$ cat src/sv/base64_stream_decoder_top_defines.svh
// ----------------------------------------------------------------------------
// Base64 stream decoder assertion macros
// Shared concurrent assertion forms, clocked on i_clk and held off in reset.
// ----------------------------------------------------------------------------
`ifndef BASE64_STREAM_DECODER_TOP_DEFINES_SVH
`define BASE64_STREAM_DECODER_TOP_DEFINES_SVH

// Same-cycle implication.
`define B64D_ASSERT_NOW(lbl, cond, prop, msg) \
    lbl: assert property (@(posedge i_clk) disable iff (!i_rst_n) (cond) |-> (prop)) \
        else $error(msg);

// Next-cycle implication.
`define B64D_ASSERT_NEXT(lbl, cond, prop, msg) \
    lbl: assert property (@(posedge i_clk) disable iff (!i_rst_n) (cond) |=> (prop)) \
        else $error(msg);

`endif

$ cat src/sv/b64d_pkg.sv
// ----------------------------------------------------------------------------
// Base64 stream decoder package
// Shared widths, result codes and the command format between front and back.
// ----------------------------------------------------------------------------
`default_nettype none

package b64d_pkg;

    // Width of the saturating byte counter.
    localparam int LENGTH_BITS = 16;
    // Width used to compare the counter against the 16-bit capacity.
    localparam int CMP_W       = (LENGTH_BITS > 16) ? LENGTH_BITS : 16;

    // Command queue between front and back.
    localparam int CMD_DEPTH   = 4;
    localparam int CMD_PTR_W   = $clog2(CMD_DEPTH);

    // Result kinds.
    localparam logic KIND_DATA   = 1'b0;
    localparam logic KIND_STATUS = 1'b1;

    // Closing status codes.
    localparam logic [1:0] STATUS_OK       = 2'd0;
    localparam logic [1:0] STATUS_INVALID  = 2'd1;
    localparam logic [1:0] STATUS_OVERFLOW = 2'd2;

    // One result item, without its last flag.
    typedef struct packed {
        logic        kind;
        logic [7:0]  data_byte;
        logic [1:0]  status;
        logic [15:0] total_length;
    } t_result;

    // All results caused by one input character, oldest in slot 0.
    typedef struct packed {
        t_result [3:0] res;
        logic [2:0]    n;
    } t_cmd;

    // Queue fill status seen by front and back.
    typedef struct packed {
        logic full;
        logic empty;
    } t_q_stat;

endpackage

`default_nettype wire

$ cat src/sv/b64d_front.sv
// ----------------------------------------------------------------------------
// Base64 decoder front end
// Accepts characters, decodes symbols, keeps the message state and forms one
// command holding every result that the character causes.
// ----------------------------------------------------------------------------
`default_nettype none
`include "base64_stream_decoder_top_defines.svh"

module b64d_front import b64d_pkg::*; (
    input  wire logic        i_clk,
    input  wire logic        i_rst_n,
    input  wire logic        i_push,
    input  wire logic [7:0]  i_symbol,
    input  wire logic        i_final_char,
    input  wire logic        i_cfg_valid,
    input  wire logic [15:0] i_cfg_data,
    input  wire t_q_stat     i_q_stat,
    output      logic        o_cmd_push,
    output      t_cmd        o_cmd
);

    localparam logic [LENGTH_BITS-1:0] LEN_MAX = '1;

    // Character codes.
    localparam logic [7:0] CH_UP_A = 8'h41;
    localparam logic [7:0] CH_UP_Z = 8'h5a;
    localparam logic [7:0] CH_LO_A = 8'h61;
    localparam logic [7:0] CH_LO_Z = 8'h7a;
    localparam logic [7:0] CH_D0   = 8'h30;
    localparam logic [7:0] CH_D9   = 8'h39;
    localparam logic [7:0] CH_PLUS = 8'h2b;
    localparam logic [7:0] CH_SL   = 8'h2f;
    localparam logic [7:0] CH_EQ   = 8'h3d;
    localparam logic [7:0] CH_SP   = 8'h20;
    localparam logic [7:0] CH_TAB  = 8'h09;
    localparam logic [7:0] CH_CR   = 8'h0d;
    localparam logic [7:0] CH_LF   = 8'h0a;
    localparam logic [7:0] CH_NUL  = 8'h00;

    // Alphabet lookup: bit 6 flags a valid symbol, bits 5:0 hold its value.
    function automatic logic [6:0] decode_sym(input logic [7:0] c);
        logic [7:0] v;
        v = 8'd0;
        if (c >= CH_UP_A && c <= CH_UP_Z) begin
            v = c - CH_UP_A;
            return {1'b1, v[5:0]};
        end else if (c >= CH_LO_A && c <= CH_LO_Z) begin
            v = c - CH_LO_A + 8'd26;
            return {1'b1, v[5:0]};
        end else if (c >= CH_D0 && c <= CH_D9) begin
            v = c - CH_D0 + 8'd52;
            return {1'b1, v[5:0]};
        end else if (c == CH_PLUS) begin
            return {1'b1, 6'd62};
        end else if (c == CH_SL) begin
            return {1'b1, 6'd63};
        end
        return 7'd0;
    endfunction

    // Saturating add of a small step to the byte counter.
    function automatic logic [LENGTH_BITS-1:0] sat_add(input logic [LENGTH_BITS-1:0] c,
                                                       input logic [1:0] k);
        logic [LENGTH_BITS+1:0] s;
        s = {2'b00, c} + {{LENGTH_BITS{1'b0}}, k};
        return (s[LENGTH_BITS+1:LENGTH_BITS] != 2'b00) ? LEN_MAX : s[LENGTH_BITS-1:0];
    endfunction

    logic [15:0]            r_capacity;
    logic [23:0]            r_bits, n_bits;
    logic [1:0]             r_sym, n_sym;
    logic [LENGTH_BITS-1:0] r_count, n_count;
    logic                   r_over, n_over;

    logic       accept;
    logic [6:0] dec;
    logic       is_ws;
    logic [23:0] grp;
    logic [1:0] nb;
    logic [7:0] bsrc [3];
    logic       close_ok;
    logic       invalid;
    logic       has_close;
    logic [LENGTH_BITS-1:0] cnt [4];
    logic [2:0] room;
    logic [1:0] ne;
    logic [LENGTH_BITS-1:0] c_after;
    logic [1:0] st_code;

    assign accept = i_push && !i_q_stat.full;
    assign dec    = decode_sym(i_symbol);
    assign is_ws  = (i_symbol == CH_SP) || (i_symbol == CH_TAB) ||
                    (i_symbol == CH_CR) || (i_symbol == CH_LF);

    // The group with the current symbol placed in its slot.
    always_comb begin
        grp = r_bits;
        case (r_sym)
            2'd0:    grp[23:18] = dec[5:0];
            2'd1:    grp[17:12] = dec[5:0];
            2'd2:    grp[11:6]  = dec[5:0];
            default: grp[5:0]   = dec[5:0];
        endcase
    end

    // Classify the character and work out the group and message state.
    always_comb begin
        nb       = 2'd0;
        bsrc[0]  = r_bits[23:16];
        bsrc[1]  = r_bits[15:8];
        bsrc[2]  = r_bits[7:0];
        close_ok = 1'b0;
        invalid  = 1'b0;
        n_bits   = r_bits;
        n_sym    = r_sym;
        n_over   = r_over;
        if (!r_over) begin
            if (is_ws) begin
                // Whitespace is skipped.
            end else if (dec[6]) begin
                if (r_sym == 2'd3) begin
                    nb      = 2'd3;
                    bsrc[0] = grp[23:16];
                    bsrc[1] = grp[15:8];
                    bsrc[2] = grp[7:0];
                    n_bits  = 24'd0;
                    n_sym   = 2'd0;
                end else begin
                    n_bits = grp;
                    n_sym  = r_sym + 2'd1;
                end
            end else if (i_symbol == CH_EQ && r_sym[1]) begin
                nb       = (r_sym == 2'd3) ? 2'd2 : 2'd1;
                n_bits   = 24'd0;
                n_sym    = 2'd0;
                close_ok = 1'b1;
                n_over   = 1'b1;
            end else if (i_symbol == CH_NUL) begin
                close_ok = 1'b1;
                n_over   = 1'b1;
            end else begin
                invalid = 1'b1;
                n_over  = 1'b1;
            end
            // The last character closes a message that is still open.
            if (i_final_char && !n_over) begin
                close_ok = 1'b1;
            end
        end
        has_close = close_ok || invalid;
    end

    // Counter after each byte and whether the consumer still has room.
    always_comb begin
        for (int k = 0; k < 4; k++) begin
            cnt[k] = sat_add(r_count, 2'(k));
        end
        for (int k = 0; k < 3; k++) begin
            room[k] = (CMP_W'(cnt[k]) < CMP_W'(r_capacity)) && (2'(k) < nb);
        end
        // Room only falls as the count rises, so the kept bytes are a prefix.
        ne      = 2'(room[0]) + 2'(room[1]) + 2'(room[2]);
        c_after = cnt[nb];
        st_code = (CMP_W'(c_after) > CMP_W'(r_capacity)) ? STATUS_OVERFLOW : STATUS_OK;
    end

    // Pack the results of this character.
    always_comb begin
        o_cmd = '0;
        for (int k = 0; k < 4; k++) begin
            if (2'(k) < ne && k < 3) begin
                o_cmd.res[k].kind         = KIND_DATA;
                o_cmd.res[k].data_byte    = bsrc[k%3];
                o_cmd.res[k].status       = STATUS_OK;
                o_cmd.res[k].total_length = 16'(cnt[(k%3)+1]);
            end else if (3'(k) == {1'b0, ne} && has_close) begin
                o_cmd.res[k].kind         = KIND_STATUS;
                o_cmd.res[k].data_byte    = 8'd0;
                o_cmd.res[k].status       = invalid ? STATUS_INVALID : st_code;
                o_cmd.res[k].total_length = invalid ? 16'd0 : 16'(c_after);
            end
        end
        o_cmd.n = {1'b0, ne} + {2'b00, has_close};
    end

    assign o_cmd_push = accept && (o_cmd.n != 3'd0);
    assign n_count    = r_over ? r_count : c_after;

    // Message state; the last character returns it to reset.
    always_ff @(posedge i_clk) begin
        if (!i_rst_n) begin
            r_bits  <= 24'd0;
            r_sym   <= 2'd0;
            r_count <= '0;
            r_over  <= 1'b0;
        end else if (accept) begin
            if (i_final_char) begin
                r_bits  <= 24'd0;
                r_sym   <= 2'd0;
                r_count <= '0;
                r_over  <= 1'b0;
            end else begin
                r_bits  <= n_bits;
                r_sym   <= n_sym;
                r_count <= n_count;
                r_over  <= n_over;
            end
        end
    end

    // Capacity register.
    always_ff @(posedge i_clk) begin
        if (!i_rst_n) begin
            r_capacity <= 16'hffff;
        end else if (i_cfg_valid) begin
            r_capacity <= i_cfg_data;
        end
    end

    `B64D_ASSERT_NEXT(a_final_clears, accept && i_final_char,
        r_count == '0 && r_sym == 2'd0 && !r_over, "final character did not clear state")
    `B64D_ASSERT_NOW(a_over_silent, accept && r_over, !o_cmd_push,
        "results produced after message end")

endmodule

`default_nettype wire

$ cat src/sv/b64d_cmd_queue.sv
// ----------------------------------------------------------------------------
// Base64 decoder command queue
// Short FIFO of per-character commands between the front and back ends.
// ----------------------------------------------------------------------------
`default_nettype none
`include "base64_stream_decoder_top_defines.svh"

module b64d_cmd_queue import b64d_pkg::*; (
    input  wire logic    i_clk,
    input  wire logic    i_rst_n,
    input  wire logic    i_push,
    input  wire t_cmd    i_cmd,
    input  wire logic    i_pop,
    output      t_cmd    o_head,
    output      t_q_stat o_stat
);

    t_cmd                 r_mem [CMD_DEPTH];
    logic [CMD_PTR_W-1:0] r_wr_ptr;
    logic [CMD_PTR_W-1:0] r_rd_ptr;
    logic [CMD_PTR_W:0]   r_count;
    logic                 do_push;
    logic                 do_pop;

    assign o_stat.full  = (r_count == (CMD_PTR_W+1)'(CMD_DEPTH));
    assign o_stat.empty = (r_count == '0);
    assign do_push      = i_push && !o_stat.full;
    assign do_pop       = i_pop && !o_stat.empty;
    assign o_head       = r_mem[r_rd_ptr];

    // Storage.
    always_ff @(posedge i_clk) begin
        if (do_push) begin
            r_mem[r_wr_ptr] <= i_cmd;
        end
    end

    // Pointers and fill level.
    always_ff @(posedge i_clk) begin
        if (!i_rst_n) begin
            r_wr_ptr <= '0;
            r_rd_ptr <= '0;
            r_count  <= '0;
        end else begin
            if (do_push) begin
                r_wr_ptr <= r_wr_ptr + 1'b1;
            end
            if (do_pop) begin
                r_rd_ptr <= r_rd_ptr + 1'b1;
            end
            case ({do_push, do_pop})
                2'b10:   r_count <= r_count + 1'b1;
                2'b01:   r_count <= r_count - 1'b1;
                default: r_count <= r_count;
            endcase
        end
    end

    `B64D_ASSERT_NOW(a_ptr_match, o_stat.empty, r_wr_ptr == r_rd_ptr,
        "queue empty but pointers differ")

endmodule

`default_nettype wire

$ cat src/sv/b64d_back.sv
// ----------------------------------------------------------------------------
// Base64 decoder back end
// Walks head command results one per cycle to the output register as it drains.
// ----------------------------------------------------------------------------
`default_nettype none
`include "base64_stream_decoder_top_defines.svh"

module b64d_back import b64d_pkg::*; (
    input  wire logic    i_clk,
    input  wire logic    i_rst_n,
    input  wire t_cmd    i_head,
    input  wire t_q_stat i_q_stat,
    input  wire logic    i_pop,
    output      logic    o_q_pop,
    output      logic    o_empty,
    output      t_result o_res,
    output      logic    o_last
);

    logic [1:0] r_sub;
    logic       r_out_valid;
    t_result    r_out;
    logic       r_last;
    logic       advance;
    logic       sub_last;

    // Move one result forward when the output register is free or drained.
    assign advance  = !i_q_stat.empty && (!r_out_valid || i_pop);
    assign sub_last = ({1'b0, r_sub} == (i_head.n - 3'd1));
    assign o_q_pop  = advance && sub_last;

    // Position within the head command.
    always_ff @(posedge i_clk) begin
        if (!i_rst_n) begin
            r_sub <= 2'd0;
        end else if (advance) begin
            r_sub <= sub_last ? 2'd0 : r_sub + 2'd1;
        end
    end

    // Output valid flag.
    always_ff @(posedge i_clk) begin
        if (!i_rst_n) begin
            r_out_valid <= 1'b0;
        end else if (advance) begin
            r_out_valid <= 1'b1;
        end else if (i_pop) begin
            r_out_valid <= 1'b0;
        end
    end

    // Output payload.
    always_ff @(posedge i_clk) begin
        if (advance) begin
            r_out  <= i_head.res[r_sub];
            r_last <= sub_last;
        end
    end

    assign o_empty = !r_out_valid;
    assign o_res   = r_out;
    assign o_last  = r_last;

    `B64D_ASSERT_NOW(a_head_nonzero, !i_q_stat.empty, i_head.n != 3'd0,
        "queued command holds no results")
    `B64D_ASSERT_NOW(a_sub_range, !i_q_stat.empty, ({1'b0, r_sub} < i_head.n),
        "result index beyond command")

endmodule

`default_nettype wire

$ cat src/sv/base64_stream_decoder_top.sv
// ----------------------------------------------------------------------------
// Base64 stream decoder
// Decodes a base64 character stream into data bytes plus a closing status.
// ----------------------------------------------------------------------------
// Usage:
//   Input queue side: present i_symbol and i_final_char with push; a transfer
//   happens on a clock edge where push is high and full is low. One character
//   can transfer every cycle while full is low.
//   Result queue side: while empty is low the oldest result sits on o_kind,
//   o_data_byte, o_status, o_total_length and o_last; pop takes it.
//   Each character yields zero to four results, o_last marking its final one.
//   The first result of a character passes the command queue and then the
//   output register before it reaches the result ports, where pop takes it.
//   Results leave at one per cycle while pop is high and commands wait; the
//   output register and the back end's single-result serializer set that
//   rate, so a character's three or four results leave one at a time.
//   A four-entry command queue lets characters keep arriving while results
//   drain; when the receiver stalls, it fills and full rises.
//   Configuration: output capacity is written through i_cfg_valid with
//   i_cfg_data; o_cfg_ready is always high. Write it only while idle.
//   Reset (synchronous, i_rst_n low) clears the message state and queues and
//   sets the capacity to 65535.
// ----------------------------------------------------------------------------
`default_nettype none

module base64_stream_decoder_top import b64d_pkg::*; (
    input  wire logic        i_clk,
    input  wire logic        i_rst_n,
    input  wire logic        push,
    output      logic        full,
    input  wire logic [7:0]  i_symbol,
    input  wire logic        i_final_char,
    output      logic        empty,
    input  wire logic        pop,
    output      logic        o_kind,
    output      logic [7:0]  o_data_byte,
    output      logic [1:0]  o_status,
    output      logic [15:0] o_total_length,
    output      logic        o_last,
    input  wire logic        i_cfg_valid,
    output      logic        o_cfg_ready,
    input  wire logic [15:0] i_cfg_data
);

    t_q_stat q_stat;
    t_cmd    cmd;
    t_cmd    head;
    logic    cmd_push;
    logic    q_pop;
    t_result res;

    assign o_cfg_ready = 1'b1;
    assign full        = q_stat.full;

    // Front end: decode and classify.
    b64d_front u_front (
        .i_clk        (i_clk),
        .i_rst_n      (i_rst_n),
        .i_push       (push),
        .i_symbol     (i_symbol),
        .i_final_char (i_final_char),
        .i_cfg_valid  (i_cfg_valid),
        .i_cfg_data   (i_cfg_data),
        .i_q_stat     (q_stat),
        .o_cmd_push   (cmd_push),
        .o_cmd        (cmd)
    );

    // Command queue between the two halves.
    b64d_cmd_queue u_queue (
        .i_clk   (i_clk),
        .i_rst_n (i_rst_n),
        .i_push  (cmd_push),
        .i_cmd   (cmd),
        .i_pop   (q_pop),
        .o_head  (head),
        .o_stat  (q_stat)
    );

    // Back end: serialize results.
    b64d_back u_back (
        .i_clk    (i_clk),
        .i_rst_n  (i_rst_n),
        .i_head   (head),
        .i_q_stat (q_stat),
        .i_pop    (pop),
        .o_q_pop  (q_pop),
        .o_empty  (empty),
        .o_res    (res),
        .o_last   (o_last)
    );

    assign o_kind         = res.kind;
    assign o_data_byte    = res.data_byte;
    assign o_status       = res.status;
    assign o_total_length = res.total_length;

endmodule

`default_nettype wire
$ cat config.mk
export PLATFORM = sky130hd
export DESIGN_NAME = base64_stream_decoder_top
export DESIGN_NICKNAME = d
export VERILOG_FILES = /design/src/sv/b64d_pkg.sv /design/src/sv/b64d_front.sv /design/src/sv/b64d_cmd_queue.sv /design/src/sv/b64d_back.sv /design/src/sv/base64_stream_decoder_top.sv
export VERILOG_INCLUDE_DIRS = /design/src /design/src/sv
export SDC_FILE = /design/constraint.sdc
export NUM_CORES = 1
export LEC_CHECK = 0
export BUFFER_PORTS_ARGS = -buffer_cell sky130_fd_sc_hd__buf_2
export CAP_MARGIN = 20
export CORE_ASPECT_RATIO = 0.6
export CORE_MARGIN = 2
export CORE_UTILIZATION = 50
export CTS_CLUSTER_DIAMETER = 150
export CTS_CLUSTER_SIZE = 12
export DETAILED_ROUTE_END_ITERATION = 8
export PLACE_DENSITY_LB_ADDON = 0.08
export RECOVER_POWER = 50
export SYNTH_ARGS = -nofsm -noshare
export SYNTH_HDL_FRONTEND = slang
export SYNTH_HIERARCHICAL = 1
export SYNTH_SLANG_ARGS = --single-unit
$ cat constraint.sdc
create_clock -name i_clk -period 8.03 [get_ports i_clk]
set_input_delay 0 -clock i_clk [delete_from_list [all_inputs] [get_ports i_clk]]
set_output_delay 0 -clock i_clk [all_outputs]
set_load 0.01 [all_outputs]
==> results.md, run 1 <==
* Synth cell types at 97
* Num CTS Buffers at 51
* Drt via density at 6.07
* Area of the die at 52600 sq um
* Peak VDD IR at 0.173 mV
* First-pass GRT wire length at roughly 100000 um
* Met2 routed WL at around 25000 um
* Fraction of layout cells with a size suffix above 1 at 16.2%
* Met3 wire len at 7050 um
* CTS tree: done
* Die H at 178 um
* HP Class: in2reg
* Post CTS Setup Buffer Count at 0
* Mean Syn Cell Area at 15.0 sq um
* FF+latch count, synth at 543
* RSZ-0062 raised after global routing: no
* FILL cells at 3965
* Worst Setup Start Kind: flop
* Core Box Area at ~50000 sq um
* Final min period at between 7 and 8 ns
* DRC at 0
* Final Hold Violating Endpoints at 0
* Worst-margin pin slew at 4.29 ns
* Max clock buf depth at 3
* Crit path required time at 8.54 ns
* CTS Sinks at roughly 540
* Clk slew on worst S/H paths at roughly 0.070 ns
* Worst-path fanout max at 17
* Htree depth at 2
* Max Slew Vio Count at 259
* TritonRoute pass-1 iters at 5
* Largest net degree at the start of global routing at 77
* Outcome: complete, but fails checks
* Row count at 63
* Hpwl dp at about 44000 um
* Worst setup margin at 0.878 ns
* Hold Slack at 0.138 ns
* Routed wire per std cell at 25.8 um
* Period utilization at 89.1%
* Placed Cells at 2376
* Final setup viols at 0
* Die X at 295 um
* Via count at 15300
* GRT Residual Overflow at 0
* Pre-CTS setup slack at 0.930 ns
* Syn Inst Count at between 1500 and 2000
* Worst-skew pair later-pin latency at ~0.60 ns
* Final Non-Filler Cells at 2512
* Power, Total at 0.00614 W
* Uppermost layer routed: met4
* Number of synthesized flops with an enable pin at 472
* Initial Utilization at 51.0%
* Layout area overhead at 10.7%
* Number of global-route vias before repair at 14700
* Fraction of registers with async set/reset at 0%
* Remaining antenna violation count at 0
* Worst clock skew at 0.0258 ns
* Failing checks: capacitance limit, slew limit
* CTS resizes at 0
* Routed WL at 64900 um
* Pwr dens at 219 nW/um^2
* Critical path arrival at 7.66 ns
* IO Pins at between 60 and 70
* Max frequency at 140 MHz
* Setup crit end kind: flop
* Yosys synthesis warning count at 6
* Leak Pwr at about 10 nW
* Initial antenna violation count at 0
* Initial DRC count at about 1600
* Setup TNS at 0 ns
* Slew Limit Headroom at -186%
* Global placement routability congestion at around 0.9
* Final nets at around 1900
* Worst setup path class: reg2reg
* WL met1 at 32600 um
* GRT Overall Usage at 25.2%
* Most used flip-flop cell after synthesis: edfxtp_1
* Root Buffer: clkbuf_16
* Hold buffer count at cts at 52
* Post-Synthesis Cell Area at about 25000 sq um
* Sequential fraction of the synthesis area at between 60% and 70%
* MaxCap Viol Count at 6
* Port Buffers at 59
-- layer usage --
| layer | track usage [%] | vias to the layer above |
|---|---|---|
| met1 | 43.4 | 7778 |
| met3 | 6.93 | 58 |
| met2 | 31.0 | 638 |
| met5 | 0 | - |
| met4 | 4.12 | 0 |
| li1 | - | 6779 |
-- power breakdown --
part | switching (W) | internal [W] | total [W]
Sequential | 0.0000449 | 0.00323 | 0.00327
Combinational | 0.000376 | 0.000267 | 0.000643
Clock | 0.00102 | 0.00120 | 0.00222
-- critical path, cell delays in order, from the launching register on --
cell	delay, ns
dfxtp_1	0.65
nand3_1	0.38
or4_1	0.90
nand2_1	0.25
ha_1	0.28
a21o_1	0.19
a21o_1	0.17
a21oi_1	0.20
a211o_1	0.16
a31oi_1	0.04
or4_1	0.52
fa_1	0.38
buf_4	0.21
clkinv_1	0.34
ha_1	0.36
nor3_1	0.28
nor2_1	0.07
nor2b_1	0.25
inv_1	0.12
ha_1	0.18
inv_1	0.06
fa_1	0.37
xor2_1	0.16
or3_1	0.31
a21boi_0	0.20
-- Yosys cell counts, drive strengths merged (3+ instances only) --
cell / count / share of area [%]
o2bb2ai: 15 / 0.64
nor2: 106 / 1.6
or3: 14 / 0.36
a211oi: 7 / 0.23
a21o: 20 / 0.59
edfxtp: 472 / 56
mux4: 138 / 12
and2: 21 / 0.54
o22ai: 13 / 0.35
nor3: 13 / 0.30
nand3: 31 / 0.69
xnor2: 17 / 0.59
o311ai: 3 / 0.13
ha: 87 / 4.3
a32o: 17 / 0.67
nand4: 23 / 0.62
a22oi: 4 / 0.12
o21a: 4 / 0.12
and3: 9 / 0.22
nand2: 144 / 2.2
nor2b: 15 / 0.38
o211ai: 18 / 0.53
a31o: 6 / 0.24
mux2i: 26 / 1.0
o21ai: 100 / 2.1
xor2: 14 / 0.48
a21boi: 4 / 0.12
inv: 69 / 1.0
dfxtp: 71 / 5.6
mux2: 7 / 0.31
o22a: 5 / 0.24
clkbuf: 31 / 0.47
nand2b: 9 / 0.22
buf: 67 / 2.0
a31oi: 3 / 0.13
o221ai: 7 / 0.36
a21oi: 39 / 0.77
-- flip-flops by register name, summed over array words and instances (netlist names), named ones only --
register	cells
u_front/r_bits	24
u_front/r_sym	2
u_queue/r_count	3
u_back/r_out_valid	1
u_queue/r_mem	444
u_front/r_over	1
u_queue/r_rd_ptr	2
u_front/r_capacity	16
u_back/r_sub	2
u_front/r_count	16
u_queue/r_wr_ptr	2
u_back/o_last	1
u_back/o_res	27
-- final cells by class --
class / count / area [sq um] / share of cell area (%)
diodes: 1 / 2.50 / 0.00891
clock buffers: 80 / 1410 / 5.01
clock inverters: 3 / 57.6 / 0.205
inverters: 71 / 267 / 0.949
multi-input cells: 986 / 8790 / 31.3
flip-flops and latches: 543 / 15600 / 55.6
well taps: 682 / 853 / 3.04
repair buffers: 146 / 1100 / 3.93
-- path summary, 6_finish.rpt --
kind,startpoint,end,slack (ns),cells after the start
worst max register to register,u_front/r_count[3],u_queue/r_count[2],0.88,24
worst max-delay path,u_front/r_count[3],u_queue/r_count[2],0.88,24
worst min register to register,u_front/r_bits[20],u_front/r_bits[20],0.49,1
worst min-delay path,i_symbol[7],u_front/r_over,0.14,5
-- metrics by stage --
stage	cell area, sq um	util [%]
CTS	28300	56.9
global route	28100	56.4
finish	28100	56.5
detailed placement	26300	52.9
global placement	26300	52.8
floorplan	25400	-
-- placed cells by master (no fill, tap or decap), types with 9 or more instances in the layout --
cell           synthesis  layout
mux4_2               138     138
nor2_1               105     105
inv_1                 68      68
and2_1                18       9
buf_2                 30      29
o2bb2ai_1             10      14
xor2_1                14      14
mux2i_1               26      26
o21ai_1               40      19
edfxtp_1             472     472
conb_1                 2       9
o211ai_1              18      18
nand2_1              139     143
a32o_1                17      17
o22ai_1               12      13
clkbuf_1              29      68
nor2b_1               14      15
buf_4                 18      17
o21ai_0               54      77
or3_1                 13      13
a21o_1                20      20
nand4_1               21      21
clkbuf_16              0      52
a21oi_1               39      39
nand2b_1               9       9
xnor2_1               17      17
dfxtp_1               71      68
dlygate4sd3_1          0      52
nor3_1                11      12
ha_1                  87      87
nand3_1               27      28
and3_1                 9       9
-- cells by family after synthesis --
logic type | synth area share (%)
flops | 61.5
xor+xnor | 1.07
mux | 13.6
other cells | 0.0296
simple gates | 7.64
fa+ha+maj | 4.45
compound gates | 8.22
buf+inv | 3.54
No activity file was read; power rests on OpenSTA's default activity.
==> run 2: changes to the inputs <==
--- a/config.mk
+++ b/config.mk
@@ -10,12 +10,13 @@
 export CAP_MARGIN = 20
 export CORE_ASPECT_RATIO = 0.6
 export CORE_MARGIN = 2
-export CORE_UTILIZATION = 50
+export CORE_UTILIZATION = 55
 export CTS_CLUSTER_DIAMETER = 150
 export CTS_CLUSTER_SIZE = 12
 export DETAILED_ROUTE_END_ITERATION = 8
 export PLACE_DENSITY_LB_ADDON = 0.08
 export RECOVER_POWER = 50
+export SETUP_SLACK_MARGIN = 0.3
 export SYNTH_ARGS = -nofsm -noshare
 export SYNTH_HDL_FRONTEND = slang
 export SYNTH_HIERARCHICAL = 1
==> run 2 against run 1 <==
  * The run still ends with capacitance limit, slew limit left
  * Critical path depth decreased by 5
  * First-iteration DRC count increased by 25%
  * Combinational power decreased by 0.6%
  * Flip-flop and latch count unchanged
  * Final cell count decreased by 2.2%
  * Non-clock buffer count decreased by 6
  * Clock skew decreased by 0.0067 ns
  * Sequential share of layout area increased by 0.13 points
  * Hold slack improved by 0.0060 ns
  * Critical path type unchanged
==> results.md, run 2 (same netlist as run 1, synthesis figures left out) <==
* Outcome: complete, but fails checks
* Failing checks: capacitance limit, slew limit
* Max Slew Vio Count at 147 (-43%)
* Leak Pwr at 10.1 nW (about the same)
* GRT Overall Usage at 27.5% (+2.2 points)
* Num CTS Buffers at 51 (unchanged)
* DRC at 0 (unchanged)
* Clk slew on worst S/H paths at 0.07 ns (about the same)
* Worst-path fanout max at 16 (-1)
* Drt via density at 6.30 (+3.8%)
* Layout area overhead at 10.4%
* TritonRoute pass-1 iters at 6 (+1)
* Worst Setup Start Kind: flop
* Slowest CP cell: or4_1
* Global placement routability congestion at 0.966 (+4.6%)
* Reg2Reg Setup Slack at 0.93 ns (+0.05 ns)
* Hold buffer count at cts at 50 (-3.8%)
* Initial Utilization at 56.1% (+5.1 points)
* Htree depth at 2 (unchanged)
* Most frequent cells in the layout: edfxtp_1, nand2_1, mux4_2, nor2_1, ha_1
* Worst-skew pair later-pin latency at 0.60 ns (about the same)
* Buf/Inv on CP at 2 (-2)
* Max frequency at 141 MHz (+0.74%)
* Largest Register: u_queue/r_mem
* Number of global-route vias before repair at 14900 (+1.6%)
* Antenna diode instance count at 0 (-1)
* Via count at 15500 (+1.4%)
* CTS Sinks at 543 (unchanged)
* Period utilization at 88.4% (-0.66 points)
* Root Buffer: clkbuf_16
* Initial antenna violation count at 0 (unchanged)
* Worst setup path class: reg2reg
* CTS tree: done
* Worst clock skew at 0.0191 ns (-0.00671 ns)
* Initial DRC count at 2025 (+25%)
* Core Box Area at 45200 sq um (-9.1%)
* Sequential Area at 15600 sq um (unchanged)
* HP Class: in2reg
* Post CTS Setup Buffer Count at 0 (unchanged)
* Worst-margin pin slew at 4.29 ns (+0.00134 ns)
* CTS resizes at 0 (unchanged)
* Largest register FFs at 444 (unchanged)
* Final setup viols at 0 (unchanged)
* Row count at 60 (-4.8%)
* Commonest non-fill, non-tap cell in the layout: edfxtp_1
* RSZ-0062 raised after global routing: no
* Setup TNS at 0 ns (unchanged)
* Max clock buf depth at 3 (unchanged)
* Final nets at 1912 (-0.31%)
* Routed wire per std cell at 26.1 um (+1.0%)
* First-pass GRT wire length at 96000 um (-1.5%)
* Crit path required time at 8.35 ns (-0.19 ns)
* Die H at 170 um (-4.6%)
* Slew Limit Headroom at -186% (about the same)
* Critical path arrival at 7.42 ns (-0.24 ns)
* Hpwl dp at 42400 um (-3.2%)
* Area of the die at 47900 sq um (-8.9%)
* Peak VDD IR at 0.162 mV (-6.5%)
* FILL cells at 3479 (-12%)
* CP Cell Sequence: ha_1 -> nand3_1 -> or4_1 -> nand2_1 -> ha_1 -> a21o_1 -> a21oi_1 -> nor2b_1 -> o21ai_0 -> nand2b_1 -> a21oi_1 -> o21ai_0 -> or4_1 -> fa_1 -> clkbuf_1 -> nor2_1 -> clkbuf_1 -> nand2_1 -> nor2_1
* Fraction of layout cells with a size suffix above 1 at 15.8% (-0.39 points)
* Hold Slack at 0.144 ns (+0.00596 ns)
* Worst setup margin at 0.931 ns (+0.0528 ns)
* Port Buffers at 59 (unchanged)
* Setup crit end kind: flop
* Critical path's top delay family: simple AND/OR/NAND/NOR gates
* Remaining antenna violation count at 0 (unchanged)
* IO Pins at 61 (unchanged)
* Routed WL at 64100 um (-1.3%)
* Pre-CTS setup slack at 1.09 ns (+0.156 ns)
* Largest net degree at the start of global routing at 94 (+22%)
* Final min period at 7.10 ns (-0.0528 ns)
* MaxCap Viol Count at 3 (-3)
* Multi-input logic area at 8790 sq um (about the same)
* Final Hold Violating Endpoints at 0 (unchanged)
* Die X at 281 um (-4.6%)
* Slowest stage delay, CP at 0.79 ns (-0.11 ns)
* GRT Residual Overflow at 0 (unchanged)
* Pwr dens at 220 nW/um^2 (+0.58%)
## run 2: cell types whose count changed in the layout (fill, tap and decap cells not counted), sizes merged
cell,delta
dlygate4sd3,-2
clkbuf,+13
diode,-1
buf,-4
## run 2: cell type report
cell class,instances,area share (%)
Inverter,71,0.951
Multi-Input combinational cell,986,31.4
Clock buffer,93,5.19
Tap cell,620,2.77
Sequential cell,543,55.7
Clock inverter,3,0.205
Timing Repair Buffer,140,3.81
## run 2: layer usage
layer	vias to the layer above	GRT usage (%)	wire (um)
met1	7816	45.7	30900
met4	0	4.26	662
li1	6778	-	-
met3	65	8.64	7770
met2	815	35.4	24700
met5	-	0	0
## run 2: report_power, final
part	internal (W)	switching [W]	total (W)
registers	0.00323	0.0000446	0.00328
logic	0.000263	0.000376	0.000639
clock network	0.00122	0.00102	0.00225
total	0.00472	0.00144	0.00616
## run 2: worst min-delay path: cells and delay by family
family | cells | cell delay [ns]
simple gates | 2 | 0.34
buf+inv | 1 | 0.10
compound gates | 2 | 0.27
## run 2: worst paths after layout
path              cells after the start                from              endpoint
hold reg to reg                       1  u_front/r_bits[20]    u_front/r_bits[20]
setup / recovery                     19  u_front/r_count[0]  u_queue/r_mem[2][96]
hold / removal                        5         i_symbol[7]        u_front/r_over
setup reg to reg                     19  u_front/r_count[0]  u_queue/r_mem[2][96]
## run 2: through the flow
stage / instance area, sq um / util [%] / cells / total power [W]
after global placement: 26200 / 57.9 / 2307 / 0.00396
after global routing: 28000 / 62.0 / 2456 / 0.00638
final: 28000 / 62.0 / 2456 / 0.00616
after detailed placement: 26200 / 58.0 / 2308 / 0.00397
after CTS: 28200 / 62.4 / 2454 / 0.00623
after floorplan: 25400 / - / 1698 / 0.00377
